### src/rtl/dfu_pkg.sv
package dfu_pkg;

   // field widths
   localparam int OP_WIDTH       = 3;
   localparam int LEN_WIDTH      = 16;
   localparam int KIND_WIDTH     = 2;
   localparam int STATE_WIDTH    = 4;
   localparam int SIZE_WIDTH     = 25;
   localparam int ADDR_WIDTH     = 24;
   localparam int WIN_LEN_WIDTH  = 13;

   // largest accepted data block in bytes
   localparam int MAX_BLOCK = 256;

   typedef logic [OP_WIDTH-1:0]      op_type;
   typedef logic [LEN_WIDTH-1:0]     len_type;
   typedef logic [KIND_WIDTH-1:0]    kind_type;
   typedef logic [STATE_WIDTH-1:0]   state_type;
   typedef logic [SIZE_WIDTH-1:0]    prog_space_type;
   typedef logic [ADDR_WIDTH-1:0]    addr_type;
   typedef logic [WIN_LEN_WIDTH-1:0] win_len_type;

   // command opcodes
   localparam op_type OP_DNLOAD    = 3'd0;
   localparam op_type OP_UPLOAD    = 3'd1;
   localparam op_type OP_GETSTATUS = 3'd2;
   localparam op_type OP_CLRSTATUS = 3'd3;
   localparam op_type OP_GETSTATE  = 3'd4;
   localparam op_type OP_ABORT     = 3'd5;
   localparam op_type OP_GETINFO   = 3'd6;

   // update states
   localparam state_type ST_APP_IDLE   = 4'd0;
   localparam state_type ST_APP_DETACH = 4'd1;
   localparam state_type ST_IDLE       = 4'd2;
   localparam state_type ST_DN_SYNC    = 4'd3;
   localparam state_type ST_DN_BUSY    = 4'd4;
   localparam state_type ST_DN_IDLE    = 4'd5;
   localparam state_type ST_MAN_SYNC   = 4'd6;
   localparam state_type ST_MANIFEST   = 4'd7;
   localparam state_type ST_MAN_WAIT   = 4'd8;
   localparam state_type ST_UP_IDLE    = 4'd9;
   localparam state_type ST_ERROR      = 4'd10;

   // reply kinds
   localparam kind_type KIND_NONE   = 2'd0;
   localparam kind_type KIND_STATUS = 2'd1;
   localparam kind_type KIND_INFO   = 2'd2;
   localparam kind_type KIND_UPLOAD = 2'd3;

   // status codes
   localparam logic STATUS_OK  = 1'b0;
   localparam logic STATUS_ERR = 1'b1;

   // persistent machine context
   typedef struct packed {
      state_type      update_state;
      logic           status_flag;
      prog_space_type program_address;
   } ctx_type;

   // one result transaction
   typedef struct packed {
      kind_type    reply_kind;
      state_type   machine_state;
      logic        status_code;
      addr_type    window_address;
      win_len_type window_length;
      logic        boot_request;
   } result_type;

endpackage

### src/rtl/dfu_if.sv
interface dfu_req_if;
   logic             valid;
   logic             ready;
   dfu_pkg::op_type  operation;
   dfu_pkg::len_type length;

   modport source (output valid, output operation, output length, input ready);
   modport sink   (input valid, input operation, input length, output ready);
endinterface

interface dfu_rsp_if;
   logic                 valid;
   logic                 ready;
   dfu_pkg::kind_type    reply_kind;
   dfu_pkg::state_type   machine_state;
   logic                 status_code;
   dfu_pkg::addr_type    window_address;
   dfu_pkg::win_len_type window_length;
   logic                 boot_request;

   modport source (output valid, output reply_kind, output machine_state,
                   output status_code, output window_address,
                   output window_length, output boot_request, input ready);
   modport sink   (input valid, input reply_kind, input machine_state,
                   input status_code, input window_address,
                   input window_length, input boot_request, output ready);
endinterface

### src/rtl/dfu_step.sv
module dfu_step (
   input  dfu_pkg::op_type         operation,
   input  dfu_pkg::len_type        length,
   input  dfu_pkg::prog_space_type prog_space,
   input  dfu_pkg::ctx_type        ctx,
   output dfu_pkg::ctx_type        ctx_next,
   output dfu_pkg::result_type     result
);
   import dfu_pkg::*;

   prog_space_type        base_address;
   logic [SIZE_WIDTH:0]   end_address;
   logic                  block_bad;
   logic                  len_zero;
   logic                  start_dn;
   logic                  start_up;

   // block bounds check, address restarts from zero in dfu idle
   always_comb begin
      base_address = (ctx.update_state == ST_IDLE) ? '0 : ctx.program_address;
      end_address  = {1'b0, base_address} + (SIZE_WIDTH+1)'(length);
      block_bad    = (length > LEN_WIDTH'(MAX_BLOCK)) ||
                     (end_address > {1'b0, prog_space});
      len_zero     = (length == '0);
   end

   // state decode
   always_comb begin
      ctx_next = ctx;
      result   = '0;
      start_dn = 1'b0;
      start_up = 1'b0;

      if (operation == OP_GETSTATE) begin
         result.reply_kind = KIND_STATUS;
      end else if (operation == OP_ABORT) begin
         ctx_next.update_state = ST_IDLE;
         ctx_next.status_flag  = STATUS_OK;
      end else begin
         case (ctx.update_state)
            ST_IDLE: begin
               if (operation == OP_DNLOAD) begin
                  ctx_next.program_address = '0;
                  start_dn = 1'b1;
               end else if (operation == OP_UPLOAD) begin
                  ctx_next.program_address = '0;
                  start_up = 1'b1;
               end else if (operation == OP_GETSTATUS) begin
                  result.reply_kind = KIND_STATUS;
               end else if (operation == OP_GETINFO) begin
                  result.reply_kind    = KIND_INFO;
                  ctx_next.status_flag = STATUS_OK;
               end else begin
                  ctx_next.update_state = ST_ERROR;
               end
            end
            ST_DN_SYNC: begin
               if (operation == OP_GETSTATUS) begin
                  ctx_next.update_state = ST_DN_IDLE;
                  result.reply_kind     = KIND_STATUS;
               end else begin
                  ctx_next.update_state = ST_ERROR;
               end
            end
            ST_DN_IDLE: begin
               if (operation == OP_GETSTATUS) begin
                  result.reply_kind = KIND_STATUS;
               end else if (operation == OP_DNLOAD) begin
                  start_dn = 1'b1;
               end else begin
                  ctx_next.update_state = ST_ERROR;
               end
            end
            ST_MAN_SYNC: begin
               if (operation == OP_GETSTATUS) begin
                  ctx_next.update_state = ST_MANIFEST;
                  result.reply_kind     = KIND_STATUS;
                  result.boot_request   = 1'b1;
               end else begin
                  ctx_next.update_state = ST_ERROR;
               end
            end
            ST_UP_IDLE: begin
               if (operation == OP_GETSTATUS) begin
                  result.reply_kind = KIND_STATUS;
               end else if (operation == OP_UPLOAD) begin
                  start_up = 1'b1;
               end else begin
                  ctx_next.update_state = ST_ERROR;
               end
            end
            ST_ERROR: begin
               // leaving error keeps the status as it is
               if (operation == OP_CLRSTATUS) begin
                  ctx_next.update_state = ST_IDLE;
               end
            end
            default: begin
               ctx_next.update_state = ST_ERROR;
            end
         endcase
      end

      // block transfers
      if (start_dn || start_up) begin
         if (block_bad) begin
            ctx_next.status_flag  = STATUS_ERR;
            ctx_next.update_state = ST_ERROR;
         end else if (len_zero) begin
            if (start_dn) begin
               ctx_next.update_state = ST_MAN_SYNC;
            end else begin
               ctx_next.status_flag  = STATUS_OK;
               ctx_next.update_state = ST_IDLE;
            end
         end else begin
            result.window_address    = base_address[ADDR_WIDTH-1:0];
            result.window_length     = length[WIN_LEN_WIDTH-1:0];
            ctx_next.program_address = end_address[SIZE_WIDTH-1:0];
            ctx_next.status_flag     = STATUS_OK;
            if (start_dn) begin
               ctx_next.update_state = ST_DN_SYNC;
            end else begin
               ctx_next.update_state = ST_UP_IDLE;
               result.reply_kind     = KIND_UPLOAD;
            end
         end
      end

      result.machine_state = ctx_next.update_state;
      result.status_code   = ctx_next.status_flag;
   end

endmodule

### src/rtl/dfu_command_state_machine.sv
// A command transaction is accepted into the command register, passes through the
// state decode and is held in the result register until the response side takes it.
// Throughput: one command per cycle while the response side takes each result, set by
// the combinational state decode between the command register and the result register.
// Reset (synchronous, active high): state dfu idle, status ok, program address 0,
// space limit 0, both pipeline registers empty.
module dfu_command_state_machine (
   input  logic                    clock,
   input  logic                    reset,
   dfu_req_if.sink                 req,
   dfu_rsp_if.source               rsp,
   input  logic                    csr_write_enable,
   input  dfu_pkg::prog_space_type csr_write_data
);
   import dfu_pkg::*;

   logic           cmd_valid_ff;
   op_type         cmd_op_ff;
   len_type        cmd_len_ff;
   logic           res_valid_ff;
   logic           res_valid_in;
   result_type     res_ff;
   result_type     res_in;
   ctx_type        ctx_ff;
   ctx_type        ctx_in;
   prog_space_type prog_space_ff;
   logic           advance;

   // pipeline flow
   assign advance   = cmd_valid_ff && (!res_valid_ff || rsp.ready);
   assign req.ready = !cmd_valid_ff || advance;

   // command register
   always_ff @(posedge clock) begin
      if (reset) begin
         cmd_valid_ff <= 1'b0;
      end else if (req.ready) begin
         cmd_valid_ff <= req.valid;
      end
      if (req.valid && req.ready) begin
         cmd_op_ff  <= req.operation;
         cmd_len_ff <= req.length;
      end
   end

   // configuration register
   always_ff @(posedge clock) begin
      if (reset) begin
         prog_space_ff <= '0;
      end else if (csr_write_enable) begin
         prog_space_ff <= csr_write_data;
      end
   end

   dfu_step u_step (
      .operation  (cmd_op_ff),
      .length     (cmd_len_ff),
      .prog_space (prog_space_ff),
      .ctx        (ctx_ff),
      .ctx_next   (ctx_in),
      .result     (res_in)
   );

   // machine context
   always_ff @(posedge clock) begin
      if (reset) begin
         ctx_ff.update_state    <= ST_IDLE;
         ctx_ff.status_flag     <= STATUS_OK;
         ctx_ff.program_address <= '0;
      end else if (advance) begin
         ctx_ff <= ctx_in;
      end
   end

   // result register
   always_comb begin
      res_valid_in = res_valid_ff && !rsp.ready;
      if (advance) begin
         res_valid_in = 1'b1;
      end
   end

   always_ff @(posedge clock) begin
      if (reset) begin
         res_valid_ff <= 1'b0;
      end else begin
         res_valid_ff <= res_valid_in;
      end
      if (advance) begin
         res_ff <= res_in;
      end
   end

   assign rsp.valid          = res_valid_ff;
   assign rsp.reply_kind     = res_ff.reply_kind;
   assign rsp.machine_state  = res_ff.machine_state;
   assign rsp.status_code    = res_ff.status_code;
   assign rsp.window_address = res_ff.window_address;
   assign rsp.window_length  = res_ff.window_length;
   assign rsp.boot_request   = res_ff.boot_request;

endmodule
### src/flat_wrapper.sv
// flat-port wrapper written by rule: the top's interface ports become plain ports
module dfu_command_state_machine_flat import dfu_pkg::*;
  (clock, reset, csr_write_enable, csr_write_data, req_valid, req_operation, req_length, req_ready, rsp_valid, rsp_reply_kind, rsp_machine_state, rsp_status_code, rsp_window_address, rsp_window_length, rsp_boot_request, rsp_ready);
  dfu_req_if req_i ();
  dfu_rsp_if rsp_i ();
  input  logic clock;
  input  logic reset;
  input  logic csr_write_enable;
  input  dfu_pkg::prog_space_type csr_write_data;
  input wire logic [$bits(req_i.valid)-1:0] req_valid;
  input wire logic [$bits(req_i.operation)-1:0] req_operation;
  input wire logic [$bits(req_i.length)-1:0] req_length;
  output wire logic [$bits(req_i.ready)-1:0] req_ready;
  output wire logic [$bits(rsp_i.valid)-1:0] rsp_valid;
  output wire logic [$bits(rsp_i.reply_kind)-1:0] rsp_reply_kind;
  output wire logic [$bits(rsp_i.machine_state)-1:0] rsp_machine_state;
  output wire logic [$bits(rsp_i.status_code)-1:0] rsp_status_code;
  output wire logic [$bits(rsp_i.window_address)-1:0] rsp_window_address;
  output wire logic [$bits(rsp_i.window_length)-1:0] rsp_window_length;
  output wire logic [$bits(rsp_i.boot_request)-1:0] rsp_boot_request;
  input wire logic [$bits(rsp_i.ready)-1:0] rsp_ready;
  assign req_i.valid = req_valid;
  assign req_i.operation = req_operation;
  assign req_i.length = req_length;
  assign req_ready = req_i.ready;
  assign rsp_valid = rsp_i.valid;
  assign rsp_reply_kind = rsp_i.reply_kind;
  assign rsp_machine_state = rsp_i.machine_state;
  assign rsp_status_code = rsp_i.status_code;
  assign rsp_window_address = rsp_i.window_address;
  assign rsp_window_length = rsp_i.window_length;
  assign rsp_boot_request = rsp_i.boot_request;
  assign rsp_i.ready = rsp_ready;
  dfu_command_state_machine u_core (.clock(clock), .reset(reset), .req(req_i), .rsp(rsp_i), .csr_write_enable(csr_write_enable), .csr_write_data(csr_write_data));
endmodule
### config.mk
export PLATFORM = sky130hd
export DESIGN_NAME = dfu_command_state_machine_flat
export DESIGN_NICKNAME = d
export VERILOG_FILES = /design/src/rtl/dfu_pkg.sv /design/src/rtl/dfu_if.sv /design/src/rtl/dfu_step.sv /design/src/rtl/dfu_command_state_machine.sv /design/src/flat_wrapper.sv
export SDC_FILE = /design/constraint.sdc
export NUM_CORES = 1
export LEC_CHECK = 0
export BUFFER_PORTS_ARGS = -buffer_cell sky130_fd_sc_hd__buf_2
export CAP_MARGIN = 20
export CORE_UTILIZATION = 55
export CTS_BUF_LIST = sky130_fd_sc_hd__clkbuf_4 sky130_fd_sc_hd__clkbuf_8
export DETAILED_ROUTE_END_ITERATION = 10
export GPL_TIMING_DRIVEN = 0
export PLACE_DENSITY_LB_ADDON = 0.08
export SYNTH_ARGS = -nofsm -noshare
export SYNTH_HDL_FRONTEND = slang
export SYNTH_SLANG_ARGS = --single-unit
### constraint.sdc
create_clock -name clock -period 9.3 [get_ports clock]
set_input_delay 0.93 -clock clock [delete_from_list [all_inputs] [get_ports clock]]
set_output_delay 0.93 -clock clock [all_outputs]
set_load 0.01 [all_outputs]
==> results.py <==
metrics = {
    "synthesis": {
        "syn_area_sq_um": 6590,
        "synthMostInstantiatedCell": "edfxtp_1",
        "synth_edf_count": 64,
        "synth_flop_cell": "edfxtp_1",
        "synth-seq-cells": 121,
        "yosysWarnings": 0,
        "synth_top_area_cell": "edfxtp_1",
        "synthTopCellsByArea": "edfxtp_1, dfxtp_1, ha_1",
        "synth_cell_type_count": 75,
        "yosysSeqAreaShare_pct": 46.5,
        "synth-async-reset-ratio_pct": 0,
        "avgSynthCellArea_sq_um": 9.90,
        "synthCells": 666,
        "yosys.area.top_type_share_pct": 29.1,
        "synthTopCellsByCount": "edfxtp_1, dfxtp_1, nor2_1",
    },
    "route": {
        "wl_per_cell_microns": 17.6,
        "ant_nets": 0,
        "vias_per_cell": 5.91,
        "drt_iter0_markers": 429,
        "drc": 8,
        "vias": 5548,
        "drtPass1Iterations": 10,
        "routed_wl_mm": 16.5,
    },
    "timing": {
        "fmax_mhz": 142,
        "tightest_slew_ps": 1000,
        "rsz0062_at_grt": "no",
        "finalCriticalPeriod_ps": 7060,
        "layout_setup_ws_ps": 2240,
        "slew_headroom_pct": 33.3,
        "finalSetupViolations": 0,
        "clock_skew_ps": 16.9,
        "slew_viol_final": 0,
        "timing.final.crit_share_pct": 76.0,
        "finalHoldViolations": 0,
        "setup_tns_ps": 0,
    },
    "cts": {
        "clk_pin_slew_ps": 70,
        "post_cts_buffers": 0,
        "clk_path_buf_depth": 2,
        "cts_root_buffer": "clkbuf_8",
        "h-tree-depth": 4,
        "cts_hold_buf": 0,
        "cts_tree": "built",
        "insertion_delay_ps": 460,
        "cts.repair.resized": 0,
        "clock_sinks": 121,
        "cts_buffers": 17,
    },
    "floorplanning": {
        "core_area_sq_um": 11600,
        "die_w_microns": 111,
        "die_h_microns": 111,
        "die_area_sq_um": 12400,
        "boundaryPins": 96,
        "start_util_pct": 57.0,
        "row_count": 39,
    },
    "grt": {
        "grt.met1_usage_pct": 35.2,
        "gr-usage-met3_pct": 7.35,
        "grt_busiest_layer": "met2",
        "grt_start_max_net_pins": 54,
        "grt_usage_pct": 27.5,
        "grt_pass1_wl_mm": 26.1,
        "gr-usage-met2_pct": 44.2,
        "grt_antenna_before_repair": 0,
        "grt_pass1_vias": 5320,
        "grt_overflow": 0,
    },
    "cells_and_area": {
        "final_nets": 873,
        "drive_above_1_share_pct": 18.6,
        "antennaDiodeCount": 0,
        "n_fill_cell": 915,
        "fin_cells": 938,
        "area_growth_pct": 15.5,
    },
    "placed_design": {
        "dp_cells": 906,
        "place_hpwl_mm": 12.3,
        "place_congestion": 0.864,
        "portBuffers": 94,
        "pre_cts_slack_ps": 2480,
    },
    "pwr": {
        "cellPowerDensity_nw_per_um2": 155,
        "p_leak_uw": 0.00325,
        "vdd_drop_max_uv": 128,
    },
    "min_path": {
        "holdPathStages": 2,
        "hold_path_class": "flop to flop",
    },
    "status": {
        "status": "finished with violations",
        "violations": "DRC",
    },
    "setup_path": {
        "crit_fanout": 10,
        "crit_type": "flop to flop",
        "r2r_setup_slack_ps": 2240,
        "critPathCaptureType": "flop",
        "worstPathRequired_ps": 9610,
        "r2r_cells": 25,
        "start_kind": "flop",
        "crit_arrival_ps": 7380,
    },
    "flow_run": {
        "drv_cap": 0,
    },
}
routing by layer:
layer / up-vias / routed length, microns
met4: 0 / 399
met2: 208 / 7740
met3: 33 / 1010
met1: 2634 / 7330
met5: - / 0
li1: 2673 / -
cell type report:
cell class	count	area, sq um	share of cell area [%]
Clock buffer	17	234	3.07
Tap cell	143	179	2.35
Timing Repair Buffer	94	470	6.18
Clock inverter	15	128	1.68
Sequential cell	121	3060	40.2
Multi-Input combinational cell	476	3250	42.7
Inverter	37	140	1.84
Buffer	35	153	2.00
flip-flops by register name, summed over array words and instances (netlist names):
signal / count
u_core.cmd_op_ff: 3
u_core.rsp.window_length: 13
u_core.rsp.valid: 1
u_core.rsp.machine_state: 4
u_core.ctx_ff: 30
u_core.rsp.status_code: 1
u_core.rsp.window_address: 24
u_core.cmd_valid_ff: 1
u_core.rsp.reply_kind: 2
u_core.cmd_len_ff: 16
u_core.rsp.boot_request: 1
u_core.prog_space_ff: 25
critical path, stage by stage (launching register included):
cell	delay, ps
dfxtp_1	430
or4b_1	140
buf_2	190
clkbuf_1	380
clkbuf_1	430
and2_1	200
ha_1	190
inv_1	70
fa_1	460
nor2b_1	170
o2111ai_1	140
a21boi_1	330
a31oi_2	230
o21ai_1	370
nand3_1	200
or3_1	400
a21oi_1	230
ha_1	180
nand3_1	190
nor4_1	320
nand3_1	170
o211a_1	140
clkbuf_1	200
nor3_1	440
clkbuf_1	470
and3_1	250
logic make-up (layout without fill, tap and decap cells):
group,Yosys count,count (layout),share of synthesized area [%]
xor+xnor,17,17,2.26
fa+ha+maj,42,42,8.08
mux,26,26,3.95
simple gates,241,241,19.2
other cells,1,4,0.0569
buf+inv,72,198,4.42
flops,121,121,46.5
compound gates,146,146,15.6
final timing paths:
check / endpoint / from
min reg2reg: u_core.ctx_ff[1] / u_core.ctx_ff[1]
max: u_core.rsp.window_address[10] / u_core.ctx_ff[29]
max reg2reg: u_core.rsp.window_address[10] / u_core.ctx_ff[29]
min: u_core.ctx_ff[1] / u_core.ctx_ff[1]
cell usage in the layout, fill, tap and decap left out, drive strengths merged, types with 8 or more instances in the layout:
master and n:
a21oi 26, mux2i 26, xnor2 12, nor2 55
ha 41, a31oi 8, and3 27, dfxtp 57
nand3 13, nand2 52, inv 39, clkinv 9
nor4 11, and2 33, a21o 11, a22o 16
edfxtp 64, nand4 9, nor3 9, clkbuf 44
o21ai 33, buf 102
per-stage QoR:
stage                     hold WS, ps  util [%]  power [uW]  instance area [sq um]
final                             472      65.9        1180                   7620
after global routing              498      65.9        1230                   7620
after CTS                         475      65.9        1190                   7620
after detailed placement          458      62.7         756                   7260
after global placement            439      62.7         752                   7250
after floorplan                   424         -         700                   6610
power by group:
group          switching, uW  internal (uW)  total (uW)
Sequential              12.0            585         597
Clock                    228            210         439
Combinational           93.7           54.7         148
(Power assumes the default switching activity.)
